===== src/sv/jshd_pkg.sv =====
// ----------------------------------------------------------------------------
// jshd_pkg
// Shared widths, codes and types for the joint stillness hold detector.
// ----------------------------------------------------------------------------
`default_nettype none

package jshd_pkg;

	// Field widths
	localparam int POS_W     = 20;
	localparam int POS_COUNT = 8;
	localparam int STAMP_W   = 40;
	localparam int GAP_W     = STAMP_W + 1;
	localparam int THR_W     = 20;
	localparam int LIM_W     = 32;
	localparam int DELTA_W   = POS_W + 1;
	localparam int USEC_W    = 20;
	localparam int LHS_W     = DELTA_W + USEC_W;
	localparam int RHS_W     = THR_W + LIM_W;
	localparam int MODE_W    = 2;
	localparam int EVENT_W   = 3;
	localparam int CFG_IDX_W = 2;
	localparam int CFG_W     = 32;

	// Microseconds per second
	localparam logic [USEC_W-1:0] US_PER_S = 20'd1000000;

	// Item modes
	localparam logic [MODE_W-1:0] MODE_SAMPLE  = 2'd0;
	localparam logic [MODE_W-1:0] MODE_GOAL    = 2'd1;
	localparam logic [MODE_W-1:0] MODE_PREEMPT = 2'd2;

	// Result events
	localparam logic [EVENT_W-1:0] EV_NONE    = 3'd0;
	localparam logic [EVENT_W-1:0] EV_STILL   = 3'd1;
	localparam logic [EVENT_W-1:0] EV_RESUME  = 3'd2;
	localparam logic [EVENT_W-1:0] EV_POSE    = 3'd3;
	localparam logic [EVENT_W-1:0] EV_GOAL    = 3'd4;
	localparam logic [EVENT_W-1:0] EV_PREEMPT = 3'd5;

	// Register indexes
	localparam logic [CFG_IDX_W-1:0] CFG_SPEED = 2'd0;
	localparam logic [CFG_IDX_W-1:0] CFG_GAP   = 2'd1;
	localparam logic [CFG_IDX_W-1:0] CFG_HOLD  = 2'd2;

	// Register reset values
	localparam logic [THR_W-1:0] SPEED_RST = 20'd49152;
	localparam logic [LIM_W-1:0] GAP_RST   = 32'd1000000;
	localparam logic [LIM_W-1:0] HOLD_RST  = 32'd1500000;

	typedef logic signed [POS_W-1:0] pos_t;
	typedef logic [POS_COUNT-1:0][POS_W-1:0] pos_vec_t;

	// Per-stage advance enables
	typedef struct packed {
		logic en1;
		logic en2;
		logic en3;
		logic en_out;
	} pipe_en_t;

	// Item as it reaches the merge stage
	typedef struct packed {
		logic               valid;
		logic [MODE_W-1:0]  mode;
		logic [STAMP_W-1:0] stamp;
		logic               gap_lt;
	} ctrl_item_t;

endpackage

`default_nettype wire


===== src/sv/jshd_lane.sv =====
// ----------------------------------------------------------------------------
// jshd_lane
// One joint's motion test: |delta| * 1e6 against threshold * gap, pipelined.
// ----------------------------------------------------------------------------
`default_nettype none

module jshd_lane
	import jshd_pkg::*;
(
	input  wire logic             clk,
	input  wire pipe_en_t         en,
	input  wire pos_t             pos,
	input  wire pos_t             prev_pos,
	input  wire logic [RHS_W-1:0] rhs_s2,
	output logic                  mov_s3
);

	logic signed [DELTA_W-1:0] delta;
	logic [DELTA_W-1:0]        abs_delta;
	logic [DELTA_W-1:0]        ad_s1;
	logic [LHS_W-1:0]          lhs_s2;

	// Position change and magnitude; 21 bits hold both
	always_comb begin
		delta     = DELTA_W'(pos) - DELTA_W'(prev_pos);
		abs_delta = delta[DELTA_W-1] ? DELTA_W'(-delta) : DELTA_W'(delta);
	end

	always_ff @(posedge clk) begin
		if (en.en1) begin
			ad_s1 <= abs_delta;
		end
		if (en.en2) begin
			lhs_s2 <= LHS_W'(ad_s1) * LHS_W'(US_PER_S);
		end
		if (en.en3) begin
			mov_s3 <= RHS_W'(lhs_s2) > rhs_s2;
		end
	end

endmodule

`default_nettype wire


===== config.mk =====
export PLATFORM = sky130hd
export DESIGN_NAME = jshd_lane
export DESIGN_NICKNAME = d
export VERILOG_FILES = /design/src/sv/jshd_pkg.sv /design/src/sv/jshd_lane.sv
export SDC_FILE = /design/constraint.sdc
export NUM_CORES = 1
export LEC_CHECK = 0
export ABC_AREA = 0
export BUFFER_PORTS_ARGS = -buffer_cell sky130_fd_sc_hd__clkbuf_2
export CORE_ASPECT_RATIO = 1.25
export CORE_MARGIN = 2
export CORE_UTILIZATION = 55
export DETAILED_ROUTE_END_ITERATION = 12
export PLACE_DENSITY = 0.76
export SETUP_SLACK_MARGIN = 0.05
export SKIP_LAST_GASP = 1
export SLEW_MARGIN = 10
export SYNTH_ARGS = -nofsm -noshare
export SYNTH_HDL_FRONTEND = slang
export SYNTH_SLANG_ARGS = --single-unit
export TNS_END_PERCENT = 10

===== constraint.sdc =====
create_clock -name clk -period 9.2 [get_ports clk]
set_input_delay 0.46 -clock clk [delete_from_list [all_inputs] [get_ports clk]]
set_output_delay 0.46 -clock clk [all_outputs]
set_load 0.02 [all_outputs]

==> metrics.cfg <==
[status]
status = finished, final reports clean

[die]
boundaryPins = 98
die_y_um = 145.2
start_util_pct = 56.31
dieArea_um2 = 16970
die_w_um = 116.9
coreArea_um2 = 15570
row_count = 51

[timing]
max_slew_margin_pct = 41.69
tns_ns = 0
tightestPinTransition_ns = 0.8724
finalCritPeriodShare_pct = 67.38
slew_violations = 0
final-setup-viol-count = 0
clock-skew-final_ns = 0.007426
fin_crit_ns = 6.199
setup_slack_ns = 3.001
rsz0062_at_grt = no
hold_ws_ns = 0.3253
hold_viol = 0
timing.fmax_mhz = 161.3

[synthesis]
ys_top_cells_by_area = ha_1 (25%), edfxtp_1 (20%), fa_1 (18%)
ys_top_cells_by_count = inv_1 (191), ha_1 (176), fa_1 (81)
yosysWarnings = 0
synthArstFlopShare_pct = 0
synth-edff-count = 57
synth_top_area_share_pct = 25.12
synth_nets = 1243
yosysSeqAreaShare_pct = 19.52
synth_area_um2 = 8767
synth.most_common_cell = inv_1
avgSynthCellArea_um2 = 9.862
synth_top_area_cell = ha_1
synth_cell_types = 60
synth-seq-cells = 57
synthFlopType = edfxtp_1
netlist_instances = 889

[critical_path]
cp_slowest_cell = fa_1
crit_type = reg2reg
worst-path-buf-inv = 4
critical_path_required_ns = 9.29
max_stage_delay_ns = 0.58
critPathMostFrequentCell = fa_1
path_cells = inv_1, fa_1, inv_1, fa_1, fa_1, fa_1, ha_1, inv_1, fa_1, inv_1, ha_1, o21a_1, o211ai_1, o21ai_0, a311oi_1, o211a_1, o41ai_1, a221o_1, a21oi_1, xnor2_1
crit_arrival_ns = 6.29
worstSetupStartpointType = flip-flop
crit_fanout = 7
crit_family = adder cells
critPathCaptureType = flip-flop

[global_routing]
met2_usage_pct = 35.92
grt_pass1_wl_um = 27440
grt_max_degree = 36
grt_pass1_vias = 6355
grt_busiest_layer = met2
track_usage_pct = 20.01
use_met3_pct = 2.256
met1_usage_pct = 24.02
grt_overflow_total = 0
grt_antenna_before_repair = 0

[layout]
area_growth_pct = 11.57
finalNetCount = 1340
drive_above_1_share_pct = 12.82
seq_area_um2 = 1712
num_antenna_cells = 0
utilization_pct = 62.83
multi_input_area_um2 = 6295
fill_cells = 1270

[min_path]
hp-class = in2reg

[clocking]
cts_resized = 0
path_clk_slew_ns = 0.05
cts_tree = built
worstSkewPairLatency_ns = 0.34
clockRootBuffer = clkbuf_16
numCtsBuffers = 9
htree_levels = 3
post-cts-setup-buffer-count = 0
cts_sinks = 57
clockBufferDepth = 2
hold_buffers = 0

[routing]
drtAntennaViolNets = 0
wl_per_cell_um = 13.30
drc = 0
routed_via_density = 5.249
drt_iter0_drc = 234
dr_total_vias = 6314
routed_wirelength_um = 16000
drt_first_pass_iters = 4

[flow_run]
maxCapViolations = 0

[placed_design]
gp_congestion = 0.8309
place_ws_ns = 2.979
port_buffers = 96
hpwlAfterDp_um = 13750

placed cells by master (no fill, tap or decap), drive strengths merged, types with 3 or more instances in the layout:
master	n
and2	4
a211oi	4
and4	4
nor2	33
a2111oi	3
o21a	8
o211ai	5
fa	81
nand3	10
ha	176
a21o	34
nor3	14
nand2b	4
edfxtp	57
xor2	18
inv	191
nand4	14
o2111ai	5
a31oi	9
o21ai	19
o21bai	4
xnor2	47
o41ai	3
nor2b	9
a21oi	52
nand2	24
clkbuf	107
nor4	6
and3	8
o31ai	5
logic make-up after synthesis:
group                      count (synthesis)  share of synthesized area [%]
and+or+nand+nor                          137                          8.178
xor gates and xnor gates                  65                          6.493
AOI/OAI and AO/OA                        172                          13.52
DFF                                       57                          19.52
adders and majority gates                257                          43.61
buffers and inverters                    201                          8.677
final cells by class:
type                            instances  area share [%]
Inverter                              191           7.329
Multi-Input combinational cell        631           64.35
Sequential cell                        57           17.50
Clock buffer                           11           2.379
Timing Repair Buffer                   96           4.912
Tap cell                              212           2.712
Clock inverter                          5          0.8186
through the flow:
step	std cells	cell area, um2
3_3_place_gp	1187	9469
3_5_place_dp	1187	9469
2_1_floorplan	889	8767
6_report	1203	9782
5_1_grt	1203	9782
4_1_cts	1203	9782
sequential cells by signal, indices dropped and copies added, names as in the netlist:
name	count
lhs_s2	35
ad_s1	21
mov_s3	1
routing by layer:
metal / up-vias / routed length, um
met5: - / 0
met4: 0 / 427
met3: 28 / 483
met2: 117 / 8302
met1: 2918 / 6785
li1: 3251 / -
worst paths after layout:
path / end / slack [ns] / cells after the start / from
worst max-delay path: lhs_s2[39] / 3.00 / 20 / ad_s1[2]
worst min register to register: lhs_s2[6] / 0.71 / 0 / ad_s1[0]
worst max register to register: lhs_s2[39] / 3.00 / 20 / ad_s1[2]
worst min-delay path: mov_s3 / 0.33 / 1 / en[1]
Power is left out: the tool's default activity adds up to more than one toggle a clock period on the data nets, which glitch-free logic cannot reach.
