**src/sv/jshd_pkg.sv**
```systemverilog
// ----------------------------------------------------------------------------
// jshd_pkg
// Shared widths, codes and types for the joint stillness hold detector.
// ----------------------------------------------------------------------------
`default_nettype none

package jshd_pkg;

	// Field widths
	localparam int POS_W     = 20;
	localparam int POS_COUNT = 8;
	localparam int STAMP_W   = 40;
	localparam int GAP_W     = STAMP_W + 1;
	localparam int THR_W     = 20;
	localparam int LIM_W     = 32;
	localparam int DELTA_W   = POS_W + 1;
	localparam int USEC_W    = 20;
	localparam int LHS_W     = DELTA_W + USEC_W;
	localparam int RHS_W     = THR_W + LIM_W;
	localparam int MODE_W    = 2;
	localparam int EVENT_W   = 3;
	localparam int CFG_IDX_W = 2;
	localparam int CFG_W     = 32;

	// Microseconds per second
	localparam logic [USEC_W-1:0] US_PER_S = 20'd1000000;

	// Item modes
	localparam logic [MODE_W-1:0] MODE_SAMPLE  = 2'd0;
	localparam logic [MODE_W-1:0] MODE_GOAL    = 2'd1;
	localparam logic [MODE_W-1:0] MODE_PREEMPT = 2'd2;

	// Result events
	localparam logic [EVENT_W-1:0] EV_NONE    = 3'd0;
	localparam logic [EVENT_W-1:0] EV_STILL   = 3'd1;
	localparam logic [EVENT_W-1:0] EV_RESUME  = 3'd2;
	localparam logic [EVENT_W-1:0] EV_POSE    = 3'd3;
	localparam logic [EVENT_W-1:0] EV_GOAL    = 3'd4;
	localparam logic [EVENT_W-1:0] EV_PREEMPT = 3'd5;

	// Register indexes
	localparam logic [CFG_IDX_W-1:0] CFG_SPEED = 2'd0;
	localparam logic [CFG_IDX_W-1:0] CFG_GAP   = 2'd1;
	localparam logic [CFG_IDX_W-1:0] CFG_HOLD  = 2'd2;

	// Register reset values
	localparam logic [THR_W-1:0] SPEED_RST = 20'd49152;
	localparam logic [LIM_W-1:0] GAP_RST   = 32'd1000000;
	localparam logic [LIM_W-1:0] HOLD_RST  = 32'd1500000;

	typedef logic signed [POS_W-1:0] pos_t;
	typedef logic [POS_COUNT-1:0][POS_W-1:0] pos_vec_t;

	// Per-stage advance enables
	typedef struct packed {
		logic en1;
		logic en2;
		logic en3;
		logic en_out;
	} pipe_en_t;

	// Item as it reaches the merge stage
	typedef struct packed {
		logic               valid;
		logic [MODE_W-1:0]  mode;
		logic [STAMP_W-1:0] stamp;
		logic               gap_lt;
	} ctrl_item_t;

endpackage

`default_nettype wire

```
**src/sv/jshd_ctrl.sv**
```systemverilog
// ----------------------------------------------------------------------------
// jshd_ctrl
// Merges lane results and runs the moving / goal / hold state per item.
// ----------------------------------------------------------------------------
`default_nettype none

module jshd_ctrl
	import jshd_pkg::*;
#(
	parameter int NUM_JOINTS = 8
) (
	input  wire logic                  clk,
	input  wire logic                  arst_n,
	input  wire pipe_en_t              en,
	input  wire ctrl_item_t            item,
	input  wire logic [NUM_JOINTS-1:0] lane_mov,
	input  wire pos_vec_t              pos_s3,
	input  wire logic [LIM_W-1:0]      hold_limit,
	output logic                       out_valid,
	output logic [EVENT_W-1:0]         event_q,
	output logic                       is_moving_q,
	output logic                       goal_on_q,
	output pos_vec_t                   out_pos_q
);

	logic               moving_q;
	logic               goal_q;
	logic [STAMP_W-1:0] hold_start_q;

	logic               any_mov;
	logic               mf_nx;
	logic               ga_nx;
	logic [STAMP_W-1:0] hs_nx;
	logic [EVENT_W-1:0] ev_nx;
	logic               report;
	logic [GAP_W-1:0]   held;
	logic               held_gt;

	// Merge: any tested joint moving
	assign any_mov = |lane_mov;

	// Time held since stillness began, against the stored start
	assign held    = GAP_W'(item.stamp) - GAP_W'(hold_start_q);
	assign held_gt = $signed(held) > $signed(GAP_W'(hold_limit));

	// Next state for the item at the head of the merge stage
	always_comb begin
		mf_nx  = moving_q;
		ga_nx  = goal_q;
		hs_nx  = hold_start_q;
		ev_nx  = EV_NONE;
		report = 1'b0;
		unique case (item.mode)
			MODE_GOAL: begin
				ga_nx = 1'b1;
				ev_nx = EV_GOAL;
			end
			MODE_PREEMPT: begin
				ga_nx = 1'b0;
				ev_nx = EV_PREEMPT;
			end
			MODE_SAMPLE: begin
				if (item.gap_lt) begin
					if (!any_mov && moving_q && goal_q) begin
						hs_nx = item.stamp;
						mf_nx = 1'b0;
						ev_nx = EV_STILL;
					end else if (!moving_q && any_mov) begin
						hs_nx = item.stamp;
						mf_nx = 1'b1;
						ev_nx = EV_RESUME;
					end
				end else begin
					mf_nx = 1'b1;
				end
				// A hold that just began has zero length, so only an old start counts
				if (!mf_nx && goal_q && ev_nx != EV_STILL && held_gt) begin
					ev_nx  = EV_POSE;
					report = 1'b1;
					ga_nx  = 1'b0;
					mf_nx  = 1'b1;
				end
			end
			default: begin
				ev_nx = EV_NONE;
			end
		endcase
	end

	// State and output valid
	always_ff @(posedge clk or negedge arst_n) begin
		if (!arst_n) begin
			moving_q     <= 1'b1;
			goal_q       <= 1'b0;
			hold_start_q <= '0;
			out_valid    <= 1'b0;
		end else if (en.en_out) begin
			out_valid <= item.valid;
			if (item.valid) begin
				moving_q     <= mf_nx;
				goal_q       <= ga_nx;
				hold_start_q <= hs_nx;
			end
		end
	end

	// Result register
	always_ff @(posedge clk) begin
		if (en.en_out && item.valid) begin
			event_q     <= ev_nx;
			is_moving_q <= mf_nx;
			goal_on_q   <= ga_nx;
			out_pos_q   <= report ? pos_s3 : '0;
		end
	end

endmodule

`default_nettype wire

```
**config.mk**
```make
export PLATFORM = sky130hd
export DESIGN_NAME = jshd_ctrl
export DESIGN_NICKNAME = d
export VERILOG_FILES = /design/src/sv/jshd_pkg.sv /design/src/sv/jshd_ctrl.sv
export SDC_FILE = /design/constraint.sdc
export NUM_CORES = 1
export LEC_CHECK = 0
export ABC_AREA = 1
export BUFFER_PORTS_ARGS = -buffer_cell sky130_fd_sc_hd__buf_4
export CAP_MARGIN = 15
export CORE_AREA = 2 2 163 165
export CTS_CLUSTER_DIAMETER = 30
export DETAILED_ROUTE_END_ITERATION = 16
export DIE_AREA = 0 0 165 167
export HOLD_SLACK_MARGIN = 0.05
export PLACE_DENSITY = 0.76
export SYNTH_ARGS = -nofsm -noshare
export SYNTH_HDL_FRONTEND = slang
export SYNTH_SLANG_ARGS = --single-unit
```
**constraint.sdc**
```tcl
create_clock -name clk -period 5.27 [get_ports clk]
set_input_delay 0.527 -clock clk [delete_from_list [all_inputs] [get_ports clk]]
set_output_delay 0.527 -clock clk [all_outputs]
set_load 0.02 [all_outputs]
```
==> impl_summary.log <==
[metrics] run status: completed
[metrics] total detailed-routing wirelength: 36500 µm
[metrics] series of cell instances along the critical path: ha_1, fa_1, inv_1, nand3_1, nand2_1, a21oi_2, o21ai_0, a21oi_1, o21ai_0, a31oi_1, xnor2_1, ha_1, nand2_1, inv_1, nand4_1, nor4_1, nand4_1, nand2_1, nand2_2, nand4_4, buf_12, nor2_1
[metrics] post-route fraction of the period consumed by the critical path: ~92%
[metrics] area overhead of the layout relative to synthesis: 41.3%
[metrics] count of vias placed by the detailed router: 10797
[metrics] H-tree level count: 2
[metrics] fraction of the yosys area taken by sequential cells: between 40% and 50%
[metrics] placeable core area: 0.0258 mm²
[metrics] Root Buffer: sky130_fd_sc_hd__clkbuf_16
[metrics] DRC marker count from the first detailed-route iteration: 699
[metrics] proportion of layout cells with a drive suffix above 1: 30.6%
[metrics] overall die height: 167 µm
[metrics] cell count of the worst hold path: 2
[metrics] Post-Route Skew: 15.3 ps
[metrics] LEAKAGE: 9.11 nW
[metrics] number of sinks handled by clock tree synthesis: 208
[metrics] Reg2Reg Depth: 22
[metrics] clock insertion delay at the later pin of the skew report: 530 ps
[metrics] maximum vdd ir drop: 0.301 mV
[metrics] Critical Path Most Common Cell: sky130_fd_sc_hd__nand2_1
[metrics] Synth Flop Type: sky130_fd_sc_hd__edfxtp_1
[metrics] number of storage elements in the synthesis netlist: 208
[metrics] Worst path slowest cell: sky130_fd_sc_hd__fa_1
[metrics] CP arrival: 5130 ps
[metrics] final critical delay including setup and external delays: ~4900 ps
[metrics] number of remaining DRC errors: 0
[metrics] hold violation total from the final report: 0
[metrics] count of mapped cells out of synthesis: 1457
[metrics] setup slack of the worst register-to-register path: 410 ps
[metrics] unrepaired setup endpoints after global routing: no
[metrics] count of warnings emitted by yosys: 0
[metrics] post-synthesis cell area: 0.0122 mm²
[metrics] initial antenna violation count: 7
[metrics] capturing element type of the critical path: flop
[metrics] Syn Nets: about 1800
[metrics] clock-pin slew reported for the worst setup and hold paths after clock tree synthesis: 40 ps
[metrics] tightest slew margin relative to the limit: about half
[metrics] number of cell rows: 59
[metrics] Maximum Capacitance Violations: 0
[metrics] area of the die: about 0.028 mm²
[metrics] pin count of the biggest net entering global routing: ~130
[metrics] worst hold-check path type: in2reg
[metrics] final worst setup slack: 408 ps
[metrics] sum of overflow across all layers after global routing: 0
[metrics] transition at the pin with the smallest max-transition slack: 763 ps
[metrics] r2r startpoint: hold_start_q[0]
[metrics] mean post-synth cell area: 8.36 µm²
[metrics] CTS Buf Count: 44
[metrics] Worst Setup Path Type: reg2reg
[metrics] first-pass GRT wire length: 55700 µm
[metrics] number of max-slew violations in the final report: 0
[metrics] number of flops mapped to enable cells by yosys: 165
[metrics] largest buffer count on any clock path: 3
[metrics] sort of element at the start of the critical path: flop
[metrics] crit path max fanout: 49
[metrics] Unique masters post-synth: 41
[metrics] worst hold endpoint: out_valid
[metrics] vias per inst: approximately 4.7
[metrics] global routing usage summed across all routing layers: a little over a quarter
[metrics] worst slack at placement: 161 ps
[metrics] DIE WIDTH: 165 µm
[metrics] post-detailed-route count of antenna-violating nets: 0
[metrics] Max Clk Rate: 0.206 GHz
[metrics] length of the first detailed-routing pass in iterations: 5
[metrics] count of buffers from port buffering: around 410
[metrics] Reg2Reg Capture Point: out_pos_q[152]
[metrics] HPWL after DPL: 28400 µm
[metrics] Setup TNS: 0 ps
[metrics] post-cts repair resize count: 0
[metrics] Critical Path Max Stage Delay: 420 ps
[metrics] required arrival time at the worst endpoint: 5530 ps
[metrics] hold path start: en[0]
[metrics] number of global-route vias before repair: 10597
[metrics] Starting Density: between 40% and 50%
[metrics] Ports: 416
[metrics] proportion of synthesized flip-flops having asynchronous set or reset: 20.7%
[metrics] fill cell instance count of the final layout: 2085
[metrics] power per cell area: ~380 mW/mm²
[metrics] routability cong.: 0.987
[metrics] wire length per cell after detailed routing: 16.0 µm
[metrics] Final Setup Violations: 0
[metrics] # nets final: 2225
[metrics] number of buffers added for setup after CTS: 0
[metrics] TritonCTS clock tree: done
[metrics] count of hold buffers inserted by post-cts repair: 1
[synth_stat cells, types with 2 or more instances]
master,n,share of area (%)
sky130_fd_sc_hd__inv_2,5,0.15
sky130_fd_sc_hd__a21oi_1,83,3.4
sky130_fd_sc_hd__buf_6,9,0.83
sky130_fd_sc_hd__inv_1,357,11
sky130_fd_sc_hd__clkbuf_1,9,0.28
sky130_fd_sc_hd__nor3_1,2,0.082
sky130_fd_sc_hd__nand3_1,27,1.1
sky130_fd_sc_hd__buf_2,7,0.29
sky130_fd_sc_hd__a21o_1,3,0.18
sky130_fd_sc_hd__or4_1,2,0.12
sky130_fd_sc_hd__o21ai_0,12,0.49
sky130_fd_sc_hd__dfrtp_1,42,8.6
sky130_fd_sc_hd__nor4_1,4,0.21
sky130_fd_sc_hd__nand4_1,9,0.46
sky130_fd_sc_hd__xor2_1,16,1.2
sky130_fd_sc_hd__o21a_1,2,0.12
sky130_fd_sc_hd__nor2_2,84,4.3
sky130_fd_sc_hd__nand2_1,301,9.3
sky130_fd_sc_hd__o21ai_1,3,0.12
sky130_fd_sc_hd__edfxtp_1,165,41
sky130_fd_sc_hd__nand3b_1,2,0.12
sky130_fd_sc_hd__a31oi_1,10,0.51
sky130_fd_sc_hd__nor2_1,193,5.9
sky130_fd_sc_hd__o21bai_1,5,0.31
sky130_fd_sc_hd__clkinv_1,2,0.062
sky130_fd_sc_hd__ha_1,75,7.7
sky130_fd_sc_hd__xnor2_1,14,1.0
[critical path, delay by kind of cell, from the launching register on]
kind	cells	cell delay, ps
adders and majority gates	3	970
buffers and inverters	3	540
and+or+nand+nor	10	1310
xor gates and xnor gates	1	180
AOI/OAI and AO/OA	5	1120
DFF	1	400
[stage by stage]
stage | area [µm²] | power, mW | hold slack [ps] | util (%) | instances
final | 17200 | 6.57 | 235 | 66.8 | 2275
after global routing | 17200 | 6.96 | 225 | 66.8 | 2275
after CTS | 17200 | 6.60 | 207 | 66.6 | 2267
after detailed placement | 15600 | 3.74 | 478 | 60.6 | 2186
after global placement | 15600 | 3.69 | 472 | 60.6 | 2186
after floorplan | 12200 | 3.17 | 231 | - | 1457
[per-layer routing]
| layer | vias to the layer above | global-route usage, % | routed length [µm] |
|---|---|---|---|
| met5 | - | 0 | 0 |
| met4 | 0 | 11.6 | 1370 |
| met3 | 79 | 6.08 | 2420 |
| met2 | 377 | 45.0 | 18400 |
| met1 | 4953 | 30.8 | 14300 |
| li1 | 5388 | - | - |
[power by group]
group | leakage, nW | switching, mW | internal [mW]
clock network | 0.736 | 0.923 | 1.91
registers | 2.06 | 0.0405 | 1.90
logic | 6.32 | 1.10 | 0.705
total | 9.11 | 2.07 | 4.51
[registers in the layout, indices dropped and copies added, names as in the netlist]
name          count
is_moving_q       1
goal_on_q         1
out_pos_q       160
moving_q          1
event_q           3
hold_start_q     40
goal_q            1
out_valid         1
[area by class of cell]
type	count	area (µm²)	share of cell area, %
Timing Repair Buffer	422	3230	18.8
Multi-Input combinational cell	859	4590	26.7
Inverter	364	1370	7.97
Clock buffer	52	1140	6.63
Clock inverter	28	404	2.35
Tap cell	335	419	2.44
Sequential cell	208	6030	35.1
Antenna cell	7	17.5	0.102
[worst max-delay path by stage]
stage	slack [ps]	to	cells after the start	start
floorplan	70	hold_start_q[31]	6	item[43]
global placement	260	out_pos_q[152]	24	item[1]
detailed placement	160	out_pos_q[152]	24	item[1]
CTS	390	out_pos_q[152]	22	hold_start_q[0]
global route	180	out_pos_q[152]	22	hold_start_q[0]
finish	410	out_pos_q[152]	22	hold_start_q[0]
[cell families after synthesis]
kind of cell | count (synthesis) | share of synthesized area (%)
compound gates | 124 | 5.59
xor+xnor | 30 | 2.16
fa+ha+maj | 76 | 7.87
buf+inv | 390 | 12.8
flops | 208 | 49.5
simple gates | 629 | 22.1
[cell usage in the layout, fill, tap and decap left out, drive strengths merged, types with 2 or more instances in the layout]
master / count
nand2: 302
nor3: 2
a21o: 3
ha: 75
o21ai: 16
or4: 2
bufinv: 7
a21oi: 84
buf: 421
xnor2: 14
diode: 7
o21a: 2
clkinvlp: 5
dfrtp: 42
clkbuf: 52
o21bai: 6
nor2: 277
xor2: 16
a31oi: 10
nand3b: 2
nor4: 4
nand3: 28
clkinv: 16
edfxtp: 165
inv: 364
nand4: 10
Power figures use the tool's default switching activity.
